### src/hdl/half_float_format_converter_macros.svh
// ----------------------------------------------------------------------------
// Assertion macros for the half float format converter
// ----------------------------------------------------------------------------
`ifndef HALF_FLOAT_FORMAT_CONVERTER_MACROS_SVH
`define HALF_FLOAT_FORMAT_CONVERTER_MACROS_SVH

// Implication checked on every clock edge, disabled in reset.
`define HFC_ASSERT_IMP(label, clk, rst, ante, cons, msg) \
   label: assert property (@(posedge clk) disable iff (rst) (ante) |-> (cons)) \
      else $error(msg);

// Next-cycle implication, disabled in reset.
`define HFC_ASSERT_NEXT(label, clk, rst, ante, cons, msg) \
   label: assert property (@(posedge clk) disable iff (rst) (ante) |=> (cons)) \
      else $error(msg);

`endif

### src/hdl/hfc_pkg.sv
// ----------------------------------------------------------------------------
// hfc_pkg
// Shared types and constants of the half float format converter.
// ----------------------------------------------------------------------------
package hfc_pkg;

   localparam int ValueWidth = 32;
   localparam int OpWidth    = 2;
   localparam int StageCount = 3;

   localparam logic [OpWidth-1:0] OP_H2S  = 2'd0;
   localparam logic [OpWidth-1:0] OP_S2H  = 2'd1;
   localparam logic [OpWidth-1:0] OP_BF2S = 2'd2;
   localparam logic [OpWidth-1:0] OP_S2BF = 2'd3;

   localparam logic [31:0] EXP32_MASK  = 32'h7f80_0000;
   localparam logic [31:0] MANT32_MASK = 32'h007f_ffff;
   localparam logic [15:0] BF_QUIET    = 16'h0040;
   localparam logic [31:0] BF_BIAS     = 32'h0000_7fff;
   localparam logic [15:0] H_QNAN      = 16'h7e00;
   localparam logic [15:0] H_INF       = 16'h7c00;
   localparam logic [12:0] H_DROP_MASK = 13'h1fff;
   localparam logic [12:0] H_DROP_HALF = 13'h1000;
   localparam int          Rebias      = 127 - 15;

   typedef struct packed {
      logic [OpWidth-1:0]    operation;
      logic [ValueWidth-1:0] value_bits;
   } req_type;

   typedef struct packed {
      logic [ValueWidth-1:0] result_bits;
   } rsp_type;

   // Stage 1 -> stage 2 working set
   typedef struct packed {
      logic [OpWidth-1:0] op;
      logic               sign;
      logic [15:0]        fast;      // finished result for trivial paths
      logic               done;      // fast holds the answer
      logic [7:0]         efield;
      logic [23:0]        mant;      // with hidden bit where relevant
      logic [4:0]         shift;     // right shift for narrowing / left for widening
      logic [31:0]        wide;      // widening / bf narrowing result
   } mid_type;

endpackage

### src/hdl/hfc_stream_if.sv
// ----------------------------------------------------------------------------
// hfc_stream_if
// Valid/ready channel carrying one payload.
// ----------------------------------------------------------------------------
interface hfc_stream_if #(
   parameter type payload_type = logic
) ();
   logic        valid;
   logic        ready;
   payload_type payload;

   modport source (output valid, output payload, input ready);
   modport sink   (input valid, input payload, output ready);
endinterface

### src/hdl/hfc_convert_pipe.sv
// ----------------------------------------------------------------------------
// hfc_convert_pipe
// Three-stage conversion datapath with stall-capable valid pipeline.
// ----------------------------------------------------------------------------
`include "half_float_format_converter_macros.svh"

module hfc_convert_pipe import hfc_pkg::*; (
   input  logic    clock,
   input  logic    reset,
   input  logic    in_valid,
   output logic    in_ready,
   input  req_type in_data,
   output logic    out_valid,
   input  logic    out_ready,
   output rsp_type out_data
);

   logic [StageCount-1:0] valid_ff, valid_in;
   logic [StageCount-1:0] adv;
   req_type               s1_ff;
   mid_type               s2_ff, s2_in;
   rsp_type               s3_ff, s3_in;

   // stage enables: a stage moves when it is empty or the next one moves
   always_comb begin
      adv[StageCount-1] = !valid_ff[StageCount-1] || out_ready;
      for (int i = StageCount-2; i >= 0; i--) begin
         adv[i] = !valid_ff[i] || adv[i+1];
      end
   end

   assign in_ready  = adv[0];
   assign out_valid = valid_ff[StageCount-1];
   assign out_data  = s3_ff;

   always_comb begin
      valid_in = valid_ff;
      if (adv[0]) valid_in[0] = in_valid;
      for (int i = 1; i < StageCount; i++) begin
         if (adv[i]) valid_in[i] = valid_ff[i-1];
      end
   end

   // stage 2: field decode and classification
   always_comb begin
      logic [31:0] b;
      logic [4:0]  he;
      logic [9:0]  hm;
      logic [4:0]  lz;
      logic signed [9:0] e;
      logic [31:0] bsum;
      b      = s1_ff.value_bits;
      he     = b[14:10];
      hm     = b[9:0];
      e      = $signed({2'b00, b[30:23]}) - 10'sd112;
      bsum   = b + BF_BIAS + {31'd0, b[16]};
      s2_in  = '0;
      s2_in.op     = s1_ff.operation;
      s2_in.efield = b[30:23];
      lz = 5'd0;
      for (int k = 0; k <= 9; k++) begin
         if (hm[k]) lz = 5'(10 - k);
      end
      unique case (s1_ff.operation)
         OP_H2S: begin
            s2_in.sign  = b[15];
            s2_in.done  = 1'b0;
            s2_in.mant  = {14'd0, hm};
            s2_in.shift = lz;
            if (he == 5'd0 && hm == 10'd0)
               s2_in.wide = {b[15], 31'd0};
            else if (he == 5'd0)
               s2_in.wide = {b[15], 8'(Rebias + 1) - {3'd0, lz}, 23'd0};
            else if (he == 5'h1f)
               s2_in.wide = {b[15], 8'hff, hm, 13'd0};
            else
               s2_in.wide = {b[15], 8'({3'd0, he} + 8'(Rebias)), hm, 13'd0};
         end
         OP_S2H: begin
            s2_in.sign = b[31];
            s2_in.mant = {1'b1, b[22:0]};
            s2_in.wide = b;
            if (b[30:23] == 8'hff) begin
               s2_in.done = 1'b1;
               s2_in.fast = (b[22:0] != 23'd0) ? {b[31], H_QNAN[14:0]}
                                               : {b[31], H_INF[14:0]};
            end else if (e >= 10'sd31) begin
               s2_in.done = 1'b1;
               s2_in.fast = {b[31], H_INF[14:0]};
            end else if (e < -10'sd10) begin
               s2_in.done = 1'b1;
               s2_in.fast = {b[31], 15'd0};
            end else if (e <= 10'sd0) begin
               s2_in.shift = 5'(10'sd14 - e);
            end else begin
               s2_in.shift = 5'd13;
            end
         end
         OP_BF2S: begin
            s2_in.wide = {b[15:0], 16'd0};
         end
         OP_S2BF: begin
            if ((b & EXP32_MASK) == EXP32_MASK && (b & MANT32_MASK) != 32'd0)
               s2_in.wide = {16'd0, b[31:16] | BF_QUIET};
            else
               s2_in.wide = {16'd0, bsum[31:16]};
         end
         default: s2_in = '0;
      endcase
   end

   // stage 3: widening mantissa normalize, narrowing rounding
   always_comb begin
      logic [23:0] hmx, rem, half;
      logic [11:0] rnd;
      logic        up;
      logic [7:0]  ex;
      s3_in.result_bits = s2_ff.wide;
      hmx  = s2_ff.mant >> s2_ff.shift;
      rem  = s2_ff.mant & ((24'd1 << s2_ff.shift) - 24'd1);
      half = 24'd1 << (s2_ff.shift - 5'd1);
      up   = (rem > half) || (rem == half && hmx[0]);
      // normal path keeps the hidden bit in bit 10, so a carry lands in bit 11
      rnd  = {1'b0, hmx[10:0]} + {11'd0, up};
      ex   = s2_ff.efield - 8'(Rebias);
      unique case (s2_ff.op)
         OP_H2S: begin
            if (s2_ff.wide[30:23] == 8'd0 || s2_ff.wide[30:23] == 8'hff
                || s2_ff.wide[22:0] != 23'd0)
               s3_in.result_bits = s2_ff.wide;
            else
               s3_in.result_bits = {s2_ff.wide[31:23],
                  5'(s2_ff.mant[9:0] << s2_ff.shift) == 5'd0 ?
                  {10'(s2_ff.mant[9:0] << s2_ff.shift), 13'd0} :
                  {10'(s2_ff.mant[9:0] << s2_ff.shift), 13'd0}};
         end
         OP_S2H: begin
            if (s2_ff.done)
               s3_in.result_bits = {16'd0, s2_ff.fast};
            else if (s2_ff.shift != 5'd13)
               s3_in.result_bits = {16'd0, s2_ff.sign, 4'd0, rnd[10:0]};
            else if (rnd[11]) begin
               if (ex + 8'd1 >= 8'd31)
                  s3_in.result_bits = {16'd0, s2_ff.sign, H_INF[14:0]};
               else
                  s3_in.result_bits = {16'd0, s2_ff.sign, 5'(ex + 8'd1), 10'd0};
            end else
               s3_in.result_bits = {16'd0, s2_ff.sign, ex[4:0], rnd[9:0]};
         end
         OP_BF2S, OP_S2BF: s3_in.result_bits = s2_ff.wide;
         default: s3_in.result_bits = s2_ff.wide;
      endcase
   end

   always_ff @(posedge clock) begin
      if (reset) begin
         valid_ff <= '0;
      end else begin
         valid_ff <= valid_in;
      end
      if (adv[0]) s1_ff <= in_data;
      if (adv[1]) s2_ff <= s2_in;
      if (adv[2]) s3_ff <= s3_in;
   end

   `HFC_ASSERT_NEXT(a_hold_out, clock, reset, out_valid && !out_ready, out_valid && $stable(s3_ff), "stalled result changed")
   `HFC_ASSERT_IMP(a_full_stall, clock, reset, (&valid_ff) && !out_ready, !in_ready, "accepted into a full stalled pipe")
   `HFC_ASSERT_NEXT(a_s2h_hi, clock, reset, out_valid && s2_ff.op == OP_S2H && adv[2] && valid_ff[1], out_data.result_bits[31:16] == 16'd0, "narrow result upper bits set")

endmodule

### src/hdl/half_float_format_converter.sv
// ----------------------------------------------------------------------------
// half_float_format_converter
// Streams binary16 / bfloat16 / binary32 bit-pattern conversions.
// ----------------------------------------------------------------------------
//  channel | dir | payload
//  req     | in  | operation[1:0], value_bits[31:0]
//  rsp     | out | result_bits[31:0]
//
//  One transaction per cycle sustained while rsp is ready; data passes through the
//  three register stages (capture, decode/classify, round/normalize).
//  reset clears the stage valid bits only; payload registers are not reset.
//  A stall at rsp holds each full stage with no empty stage after it; empty
//  stages still fill, so no transaction is dropped or repeated.
// ----------------------------------------------------------------------------
module half_float_format_converter import hfc_pkg::*; (
   input logic         clock,
   input logic         reset,
   hfc_stream_if.sink   req,
   hfc_stream_if.source rsp
);

   req_type req_data;
   rsp_type rsp_data;

   // unpack the request transaction
   assign req_data = req.payload;
   assign rsp.payload = rsp_data;

   hfc_convert_pipe u_pipe (
      .clock     (clock),
      .reset     (reset),
      .in_valid  (req.valid),
      .in_ready  (req.ready),
      .in_data   (req_data),
      .out_valid (rsp.valid),
      .out_ready (rsp.ready),
      .out_data  (rsp_data)
   );

endmodule
### src/flat_wrapper.sv
// flat-port wrapper written by rule: the top's interface ports become plain ports
module half_float_format_converter_flat import hfc_pkg::*;
  (clock, reset, req_valid, req_payload, req_ready, rsp_valid, rsp_payload, rsp_ready);
  hfc_stream_if req_i ();
  hfc_stream_if rsp_i ();
  input logic clock;
  input logic reset;
  input wire logic [$bits(req_i.valid)-1:0] req_valid;
  input wire logic [$bits(req_i.payload)-1:0] req_payload;
  output wire logic [$bits(req_i.ready)-1:0] req_ready;
  output wire logic [$bits(rsp_i.valid)-1:0] rsp_valid;
  output wire logic [$bits(rsp_i.payload)-1:0] rsp_payload;
  input wire logic [$bits(rsp_i.ready)-1:0] rsp_ready;
  assign req_i.valid = req_valid;
  assign req_i.payload = req_payload;
  assign req_ready = req_i.ready;
  assign rsp_valid = rsp_i.valid;
  assign rsp_payload = rsp_i.payload;
  assign rsp_i.ready = rsp_ready;
  half_float_format_converter u_core (.clock(clock), .reset(reset), .req(req_i), .rsp(rsp_i));
endmodule
### config.mk
export PLATFORM = sky130hd
export DESIGN_NAME = half_float_format_converter_flat
export DESIGN_NICKNAME = d
export VERILOG_FILES = /design/src/hdl/hfc_pkg.sv /design/src/hdl/hfc_stream_if.sv /design/src/hdl/hfc_convert_pipe.sv /design/src/hdl/half_float_format_converter.sv /design/src/flat_wrapper.sv
export VERILOG_INCLUDE_DIRS = /design/src /design/src/hdl
export SDC_FILE = /design/constraint.sdc
export NUM_CORES = 1
export LEC_CHECK = 0
export ABC_AREA = 1
export BUFFER_PORTS_ARGS = -buffer_cell sky130_fd_sc_hd__clkbuf_2
export CAP_MARGIN = 0
export CORE_AREA = 2 2 39 41
export CTS_BUF_LIST = sky130_fd_sc_hd__clkbuf_16
export DETAILED_ROUTE_END_ITERATION = 10
export DIE_AREA = 0 0 41 43
export PLACE_DENSITY = 0.35
export SLEW_MARGIN = 20
export SYNTH_ARGS = -nofsm -noshare
export SYNTH_HDL_FRONTEND = slang
export SYNTH_SLANG_ARGS = --single-unit
### constraint.sdc
create_clock -name clock -period 0.8 [get_ports clock]
set_input_delay 0.04 -clock clock [delete_from_list [all_inputs] [get_ports clock]]
set_output_delay 0.04 -clock clock [all_outputs]
set_load 0.01 [all_outputs]
==> flow_metrics.tcl, run 1 <==
set metrics [dict create \
    grt_pass1_wl_um 476 \
    htree_levels 1 \
    synthToLayoutAreaGrowth_pct 128 \
    syn_area_per_cell_um2 8.76 \
    synth.area.top_cells "dfxtp_1 49%, nand4_2 10%, inv_1 9.2%, a21oi_1 8.2%, a21oi_2 7.1%" \
    synth-seq-cells 3 \
    fin_worst_hold_slack_ns 0.0371 \
    antennaDiodeCount 0 \
    cp_cell_sequence "nand4_4 > clkbuf_2" \
    startpoint "u_core.u_pipe.valid_ff[0]" \
    num-nets-final 31 \
    final_util 0.202 \
    rsz0062_at_grt "yes" \
    dp_cells 34 \
    drt_wl_total_um 298 \
    cts_tree "built" \
    use_met1 0.0385 \
    cp_slowest_stage_delay_ns 0.33 \
    p_per_area_nw_per_um2 3520 \
    synth_edf_count 0 \
    yosys_warnings 0 \
    place_congestion 0.481 \
    die_y_um 43 \
    synth_cells 14 \
    end_kind "output port" \
    synth_commonest_cells "3 x dfxtp_1, 3 x inv_1, 2 x a21oi_1" \
    timing.final.ws_setup_ns -0.0327 \
    cpMaxStageDelayCell "dfxtp_2" \
    syn-num-nets 19 \
    critical_path_class "reg -> out" \
    largest_reg_flops 3 \
    chipWidth_um 41 \
    clock-sinks 3 \
    num_io_pins 8 \
    vias_per_cell 3.17 \
    clk_pin_slew_ns 0.03 \
    cts_root_buf "clkbuf_16" \
    drive_gt1_frac 0.600 \
    clk_latency_ns 0.22 \
    finalSetupViolations 1 \
    vdd_ir_drop_max_mv 1.43 \
    cp_data_required_time_ns 0.76 \
    ant_nets 0 \
    synth_top_area_frac 0.490 \
    crit_fanout 2 \
    grt_use_met3 0.0366 \
    rows 14 \
    finClkSkew_ns 0.00152 \
    io_buffer_count 5 \
    violations "negative setup slack" \
    cts-buffers-inserted 3 \
    grt_pass1_vias 123 \
    stdcell_count 41 \
    outcome "finished with violations" \
    reg_top3 "u_core.u_pipe.valid_ff (3)" \
    hold_viol_final 0 \
    wl_per_cell_um 7.27 \
    fmax_mhz 1200 \
    synth_ff_type "dfxtp_1" \
    power.leakage_uw 0.000133 \
    n_fill_cell 150 \
    ys_types 9 \
    rr_startpoint "u_core.u_pipe.valid_ff[1]" \
    busiest_layer "met4" \
    synth.largest_area_cell "dfxtp_1" \
    grt_max_degree 5 \
    coreArea_um2 1380 \
    drc 0 \
    initial_core_util 0.0886 \
    dr.first_iter.drc_count 0 \
    grtUsageMet2 0.0563 \
    grt_overflow_total 0 \
    dieArea_um2 1760 \
    via_count 130 \
    antenna_found_initial 0 \
    dr.pass1.iters 1 \
    start_kind "flip-flop" \
    hp-start "req_valid" \
    synthArstFlopShare 0 \
    final_max_slew_viol_count 0 \
    grtUsageTotal 0.0491 \
    fin_crit_ns 0.833 \
    holdCritPathClass "in -> reg" \
    syn_area_um2 123 \
    clock_path_buffers 2 \
    arrival_ns 0.79 \
    ys_seq_area_frac 0.490 \
    drv_cap 0 \
    fin_crit_sh 1.04 \
    regMostFlops "u_core.u_pipe.valid_ff" \
]
==> stage by stage <==
stage	cell area, um^2	setup WS [ns]	total power (uW)	TNS (ns)
detailed placement	160	0.109	191	0
finish	279	-0.0327	983	-0.0327
global route	279	-0.0682	1020	-0.0682
floorplan	123	0.0306	181	0
global placement	160	0.131	189	0
CTS	277	-0.0430	998	-0.0430
==> final timing paths <==
check	end	depth (start not counted)	slack (ns)
min	u_core.u_pipe.valid_ff[0]	3	0.04
min reg2reg	u_core.u_pipe.valid_ff[1]	2	0.48
max	req_ready	2	-0.03
max reg2reg	u_core.u_pipe.valid_ff[1]	3	0.05
==> cell usage in the layout, fill, tap and decap left out, drive strengths merged <==
cell type and count:
dfxtp 3, nand4 1, conb 1, nor2 1, a21oi 3, clkbuf 8
buf 2, inv 4, dlygate4sd3 1, nand3 1
==> logic make-up (layout without fill, tap and decap cells) <==
kind of cell | after synthesis | in the layout | synth area share
compound gates | 3 | 3 | 0.153
other cells | 1 | 1 | 0.0306
simple gates | 3 | 3 | 0.173
flops | 3 | 3 | 0.490
buf+inv | 4 | 15 | 0.153
==> layer usage <==
metal	wire, um	vias up
li1	-	64
met3	35	2
met5	0	-
met4	14	0
met2	133	9
met1	114	55
==> layout make-up <==
cell class | count | area, um^2 | area share
flip-flops and latches | 3 | 66.3 | 0.238
clock buffers | 3 | 75.1 | 0.269
clock inverters | 1 | 3.75 | 0.0135
multi-input cells | 7 | 52.6 | 0.188
well taps | 16 | 20.0 | 0.0717
repair buffers | 8 | 50.0 | 0.179
inverters | 3 | 11.3 | 0.0404
==> critical path: cells and delay by family (launching register included) <==
| family | cells | cell delay [ns] |
|---|---|---|
| flip-flops | 1 | 0.33 |
| AND/OR/NAND/NOR | 1 | 0.10 |
| buffers and inverters | 1 | 0.14 |
==> power breakdown <==
part | internal [uW] | switching (uW)
combinational | 17.2 | 16.6
clock | 645 | 140
sequential | 157 | 7.22
total | 819 | 164
==> repair_timing <==
| item | in CTS | in global routing |
|---|---|---|
| gates resized for setup | 4 | 1 |
| hold buffers | 1 | 0 |
| buffers inserted | 2 | 0 |
| endpoints found under the hold margin | 1 | 0 |
| setup endpoints to repair | 1 | 2 |
| pin swaps | 1 | 0 |
Power figures use the tool's default switching activity.
==> inputs of run 2 (changes only) <==
--- a/config.mk
+++ b/config.mk
@@ -6,14 +6,13 @@
 export SDC_FILE = /design/constraint.sdc
 export NUM_CORES = 1
 export LEC_CHECK = 0
-export ABC_AREA = 1
 export BUFFER_PORTS_ARGS = -buffer_cell sky130_fd_sc_hd__clkbuf_2
 export CAP_MARGIN = 0
 export CORE_AREA = 2 2 39 41
 export CTS_BUF_LIST = sky130_fd_sc_hd__clkbuf_16
 export DETAILED_ROUTE_END_ITERATION = 10
 export DIE_AREA = 0 0 41 43
-export PLACE_DENSITY = 0.35
+export PLACE_DENSITY = 0.36
 export SLEW_MARGIN = 20
 export SYNTH_ARGS = -nofsm -noshare
 export SYNTH_HDL_FRONTEND = slang
==> flow_metrics.tcl, run 2 <==
set metrics [dict create \
    fin_crit_ns 0.850 \
    synthToLayoutAreaGrowth_pct 123 \
    grt_overflow_total 0 \
    antenna_found_initial 0 \
    p_per_area_nw_per_um2 3380 \
    switching_share 0.162 \
    synth_ff_type "dfxtp_1" \
    rr_worst_depth 3 \
    cp_slowest_stage_delay_ns 0.34 \
    antennaDiodeCount 0 \
    synth.largest_area_cell "dfxtp_1" \
    finalSetupViolations 2 \
    clock_path_buffers 2 \
    n_fill_cell 152 \
    grt_pass1_wl_um 607 \
    power.leakage_uw 0.000152 \
    rows 14 \
    io_buffer_count 5 \
    dieArea_um2 1760 \
    arrival_ns 0.81 \
    pwr-share-clk 0.794 \
    rsz0062_at_grt "yes" \
    sequentialPowerShare 0.168 \
    synth-seq-cells 3 \
    regMostFlops "u_core.u_pipe.valid_ff" \
    combPwrFrac 0.038 \
    final_area_um2 290 \
    dr.first_iter.drc_count 4 \
    coreArea_um2 1380 \
    cp_cell_sequence "nand4b_4 > clkbuf_2" \
    place_area_um2 169 \
    yosys_warnings 0 \
    final_max_slew_viol_count 0 \
    num_io_pins 8 \
    use_met1 0.0385 \
    clk_latency_ns 0.22 \
    chipWidth_um 41 \
    holdCritPathClass "in -> reg" \
    critical_path_class "reg -> out" \
    drt_wl_total_um 371 \
    p_int_uw 823 \
    multi_input_area_um2 60.1 \
    cpMaxStageDelayCell "dfxtp_2" \
    grt_max_degree 4 \
    reg_top3 "u_core.u_pipe.valid_ff (3)" \
    synth_cells 14 \
    syn_area_per_cell_um2 9.29 \
    final-seq-area_um2 66.3 \
    dr.pass1.iters 2 \
    crit_fanout 2 \
    die_y_um 43 \
    busiest_layer "met4" \
    num-nets-final 31 \
    drive_gt1_frac 0.640 \
    syn-num-nets 19 \
    vias_per_cell 3.41 \
    hold_buffers 0 \
    violations "negative setup slack" \
    layout_common_cells "4 x inv_1, 4 x clkbuf_2, 3 x clkbuf_16, 3 x buf_4" \
    cts_tree "built" \
    grtUsageTotal 0.0632 \
    fmax_mhz 1180 \
    grt_pass1_vias 145 \
    grt_use_met3 0.0576 \
    cp_data_required_time_ns 0.76 \
    whs_path_depth 2 \
    synth.area.top_cells "dfxtp_1 46%, nand4b_2 12%, inv_1 8.7%, a21oi_1 7.7%, a21oi_2 6.7%" \
    timing.final.ws_setup_ns -0.0502 \
    ys_seq_area_frac 0.462 \
    drc 0 \
    syn_area_um2 130 \
    synth_top_area_frac 0.462 \
    finClkSkew_ns 0.000555 \
    synthArstFlopShare 0 \
    largest_reg_flops 3 \
    start_kind "flip-flop" \
    ys_types 9 \
    clk_pin_slew_ns 0.03 \
    ant_nets 0 \
    end_kind "output port" \
    wl_per_cell_um 9.05 \
    p_switching_uw 159 \
    cts_root_buf "clkbuf_16" \
    vdd_ir_drop_max_mv 0.908 \
    synth_commonest_cells "3 x dfxtp_1, 3 x inv_1, 2 x a21oi_1" \
    hold_viol_final 0 \
    place_congestion 0.525 \
    finalPower_uw 982 \
    outcome "finished with violations" \
    fin_crit_sh 1.06 \
    clock-sinks 3 \
    via_count 140 \
    htree_levels 1 \
    initial_core_util 0.0940 \
    drv_cap 0 \
    cts-buffers-inserted 3 \
    synth_edf_count 0 \
    grtUsageMet2 0.0750 \
]
run 2: cell types whose count changed after synthesis:
cell,delta
nand2b_1,+1
nand3_1,-1
nand3b_1,+1
nand4_2,-1
nand4b_2,+1
nor2_1,-1
run 2: power by group through the flow:
| stage | Combinational [uW] | Clock [uW] | Sequential, uW |
|---|---|---|---|
| CTS | 34.8 | 792 | 166 |
| finish | 37.3 | 780 | 165 |
| global placement | 24.8 | 0 | 166 |
| global route | 41.1 | 809 | 166 |
| detailed placement | 25.7 | 0 | 167 |
| floorplan | 15.4 | 0 | 166 |
run 2: per-layer routing:
| metal | vias to the layer above | wire length, um |
|---|---|---|
| li1 | 63 | - |
| met1 | 59 | 118 |
| met2 | 13 | 162 |
| met3 | 5 | 49 |
| met4 | 0 | 40 |
| met5 | - | 0 |
run 2: metrics by stage:
stage | worst slack, ns | cells | setup TNS (ns) | hold WS (ns) | utilization
global route | -0.0948 | 41 | -0.172 | 0.0107 | 0.210
floorplan | 0.0563 | 14 | 0 | 0.102 | -
finish | -0.0502 | 41 | -0.0886 | 0.00883 | 0.210
detailed placement | 0.0959 | 34 | 0 | 0.246 | 0.122
global placement | 0.117 | 34 | 0 | 0.241 | 0.122
CTS | -0.0541 | 41 | -0.106 | 0.00613 | 0.203
run 2: final timing paths:
check / start / end / slack (ns)
max: u_core.u_pipe.valid_ff[2] / req_ready / -0.05
min: reset / u_core.u_pipe.valid_ff[0] / 0.009
max reg2reg: u_core.u_pipe.valid_ff[2] / u_core.u_pipe.valid_ff[0] / 0.03
min reg2reg: u_core.u_pipe.valid_ff[0] / u_core.u_pipe.valid_ff[1] / 0.47
run 2: timing repair:
action | CTS | global route
resized for setup | 3 | 3
pin swaps | 1 | 0
setup endpoints to repair | 1 | 3
setup buffers | 3 | 0
gates cloned | 0 | 0
run 2: cells by family after synthesis:
| logic type | after synthesis | share of synthesized area |
|---|---|---|
| flops | 3 | 0.462 |
| buf+inv | 4 | 0.144 |
| compound gates | 3 | 0.144 |
| other cells | 1 | 0.0288 |
| simple gates | 3 | 0.221 |
run 2: critical path, delay by kind of cell, from the launching register on:
kind,cells,cell delay (ns)
buffers and inverters,1,0.14
AND/OR/NAND/NOR,1,0.11
flip-flops,1,0.34
run 2: cell type report:
cell class,instances,area share
clock buffers,3,0.259
clock inverters,1,0.0129
inverters,3,0.0388
multi-input cells,7,0.207
flip-flops and latches,3,0.228
well taps,16,0.0690
repair buffers,8,0.185
==> inputs of run 3 (changes only) <==
--- a/config.mk
+++ b/config.mk
@@ -9,7 +9,7 @@
 export BUFFER_PORTS_ARGS = -buffer_cell sky130_fd_sc_hd__clkbuf_2
 export CAP_MARGIN = 0
 export CORE_AREA = 2 2 39 41
-export CTS_BUF_LIST = sky130_fd_sc_hd__clkbuf_16
+export CTS_BUF_LIST = sky130_fd_sc_hd__clkbuf_8 sky130_fd_sc_hd__clkbuf_16
 export DETAILED_ROUTE_END_ITERATION = 10
 export DIE_AREA = 0 0 41 43
 export PLACE_DENSITY = 0.36
==> flow_metrics.tcl, run 3 (synthesized netlist as in run 2, its figures left out) <==
set metrics [dict create \
    outcome "finished with violations" \
    violations "negative setup slack" \
    drive_gt1_frac 0.640 \
    cpMaxStageDelayCell "dfxtp_4" \
    rr_endpoint "u_core.u_pipe.valid_ff[0]" \
    n_fill_cell 151 \
    multi_input_area_um2 60.1 \
    initial_core_util 0.0940 \
    cts_tree "built" \
    hold_buffers 0 \
    drv_cap 0 \
    critical_path_class "reg -> out" \
    pwr-share-clk 0.677 \
    regMostFlops "u_core.u_pipe.valid_ff" \
    combPwrFrac 0.062 \
    path_delay_family "flip-flops" \
    crit_fanout 2 \
    switching_share 0.194 \
    p_int_uw 504 \
    fin_crit_sh 1.06 \
    largest_reg_flops 3 \
    cp_data_required_time_ns 0.76 \
    chipWidth_um 41 \
    num-nets-final 31 \
    final_area_um2 269 \
    clock-sinks 3 \
    rr_startpoint "u_core.u_pipe.valid_ff[2]" \
    antenna_found_initial 0 \
    cts_root_buf "clkbuf_8" \
    crit_buf_inv 1 \
    dr.first_iter.drc_count 2 \
    reg_top3 "u_core.u_pipe.valid_ff (3)" \
    sequentialPowerShare 0.260 \
    drc 0 \
    dieArea_um2 1760 \
    clk_latency_ns 0.21 \
    p_per_area_nw_per_um2 2320 \
    wl_per_cell_um 8.80 \
    grt_overflow_total 0 \
    dr.pass1.iters 4 \
    num_io_pins 8 \
    finalPower_uw 625 \
    final_util 0.194 \
    timing.final.ws_setup_ns -0.0494 \
    final-seq-area_um2 68.8 \
    start_kind "flip-flop" \
    startpoint "u_core.u_pipe.valid_ff[2]" \
    power.leakage_uw 0.000140 \
    end_kind "output port" \
    endpoint "req_ready" \
    drt_wl_total_um 361 \
    rows 14 \
    p_switching_uw 121 \
    clock_path_buffers 2 \
    fin_worst_hold_slack_ns 0.0170 \
    ant_nets 0 \
    fin_crit_ns 0.849 \
    rrSetupSlack_ns 0.01 \
    grt_max_degree 4 \
    cp_cell_sequence "nand4b_4 > buf_6" \
    grt_pass1_vias 146 \
    synthToLayoutAreaGrowth_pct 107 \
    grtUsageTotal 0.0582 \
    coreArea_um2 1380 \
    via_count 134 \
    cp_slowest_stage_delay_ns 0.35 \
    cp.depth 2 \
    fmax_mhz 1180 \
    arrival_ns 0.81 \
    htree_levels 1 \
    io_buffer_count 5 \
    cts-buffers-inserted 3 \
    holdCritPathClass "in -> reg" \
    hold_viol_final 0 \
    final_common_cell "inv_1" \
    place_congestion 0.525 \
    vdd_ir_drop_max_mv 0.852 \
    final_max_slew_viol_count 0 \
    finClkSkew_ns 0.000954 \
    clk_pin_slew_ns 0.03 \
    finalSetupViolations 2 \
    grt_pass1_wl_um 572 \
    antennaDiodeCount 0 \
    place_area_um2 169 \
    vias_per_cell 3.27 \
    die_y_um 43 \
    rsz0062_at_grt "yes" \
    layout_common_cells "4 x inv_1, 3 x clkbuf_8, 3 x clkbuf_2, 3 x buf_6" \
    rr_worst_depth 3 \
]
## run 3: changes by cell type in the layout (fill, tap and decap cells not counted), sizes merged
cell	delta
buf	+1
clkbuf	-1
## run 3: final cells by class
class                      instances  share of cell area
clock buffer                       3               0.153
clock inverter                     1              0.0140
inverter                           3              0.0419
multi-input combinational          7               0.223
sequential                         3               0.256
tap                               16              0.0744
timing repair buffer               8               0.237
## run 3: repair_timing
item,4_1_cts,5_1_grt
pin swaps,1,1
setup endpoints to repair,1,3
setup buffers,3,0
gates resized for setup,4,6
## run 3: stage by stage
step           TNS (ns)  setup WS, ns  std cells
6_report        -0.0751       -0.0494         41
3_3_place_gp          0         0.117         34
5_1_grt          -0.147       -0.0826         41
2_1_floorplan         0        0.0563         14
4_1_cts         -0.0876       -0.0465         41
3_5_place_dp          0        0.0959         34
## run 3: worst min path at each step
stage,end,slack [ns],cells after the start,startpoint
3_5_place_dp,u_core.u_pipe.valid_ff[0],0.25,2,reset
5_1_grt,u_core.u_pipe.valid_ff[0],0.02,2,reset
4_1_cts,u_core.u_pipe.valid_ff[0],0.01,2,reset
3_3_place_gp,u_core.u_pipe.valid_ff[0],0.24,2,reset
6_report,u_core.u_pipe.valid_ff[0],0.02,2,reset
2_1_floorplan,u_core.u_pipe.valid_ff[2],0.10,1,reset
## run 3: power by group through the flow
stage / logic, uW / registers [uW] / clock network [uW]
final: 38.8 / 163 / 423
after global routing: 42.5 / 164 / 453
after CTS: 36.3 / 167 / 437
after detailed placement: 25.7 / 167 / 0
after global placement: 24.8 / 166 / 0
after floorplan: 15.4 / 166 / 0
## run 3: per-layer routing
metal | wire (um) | GRT usage
met1 | 132 | 0.0417
met2 | 188 | 0.0844
met3 | 40 | 0.0471
met4 | 0 | 0.0600
met5 | 0 | 0
## run 3: worst register-to-register path: cells and delay by family (launching register included)
kind,cells,cell delay (ns)
flip-flops,1,0.35
AO/OA/AOI/OAI,1,0.11
buffers and inverters,1,0.15
AND/OR/NAND/NOR,1,0.11
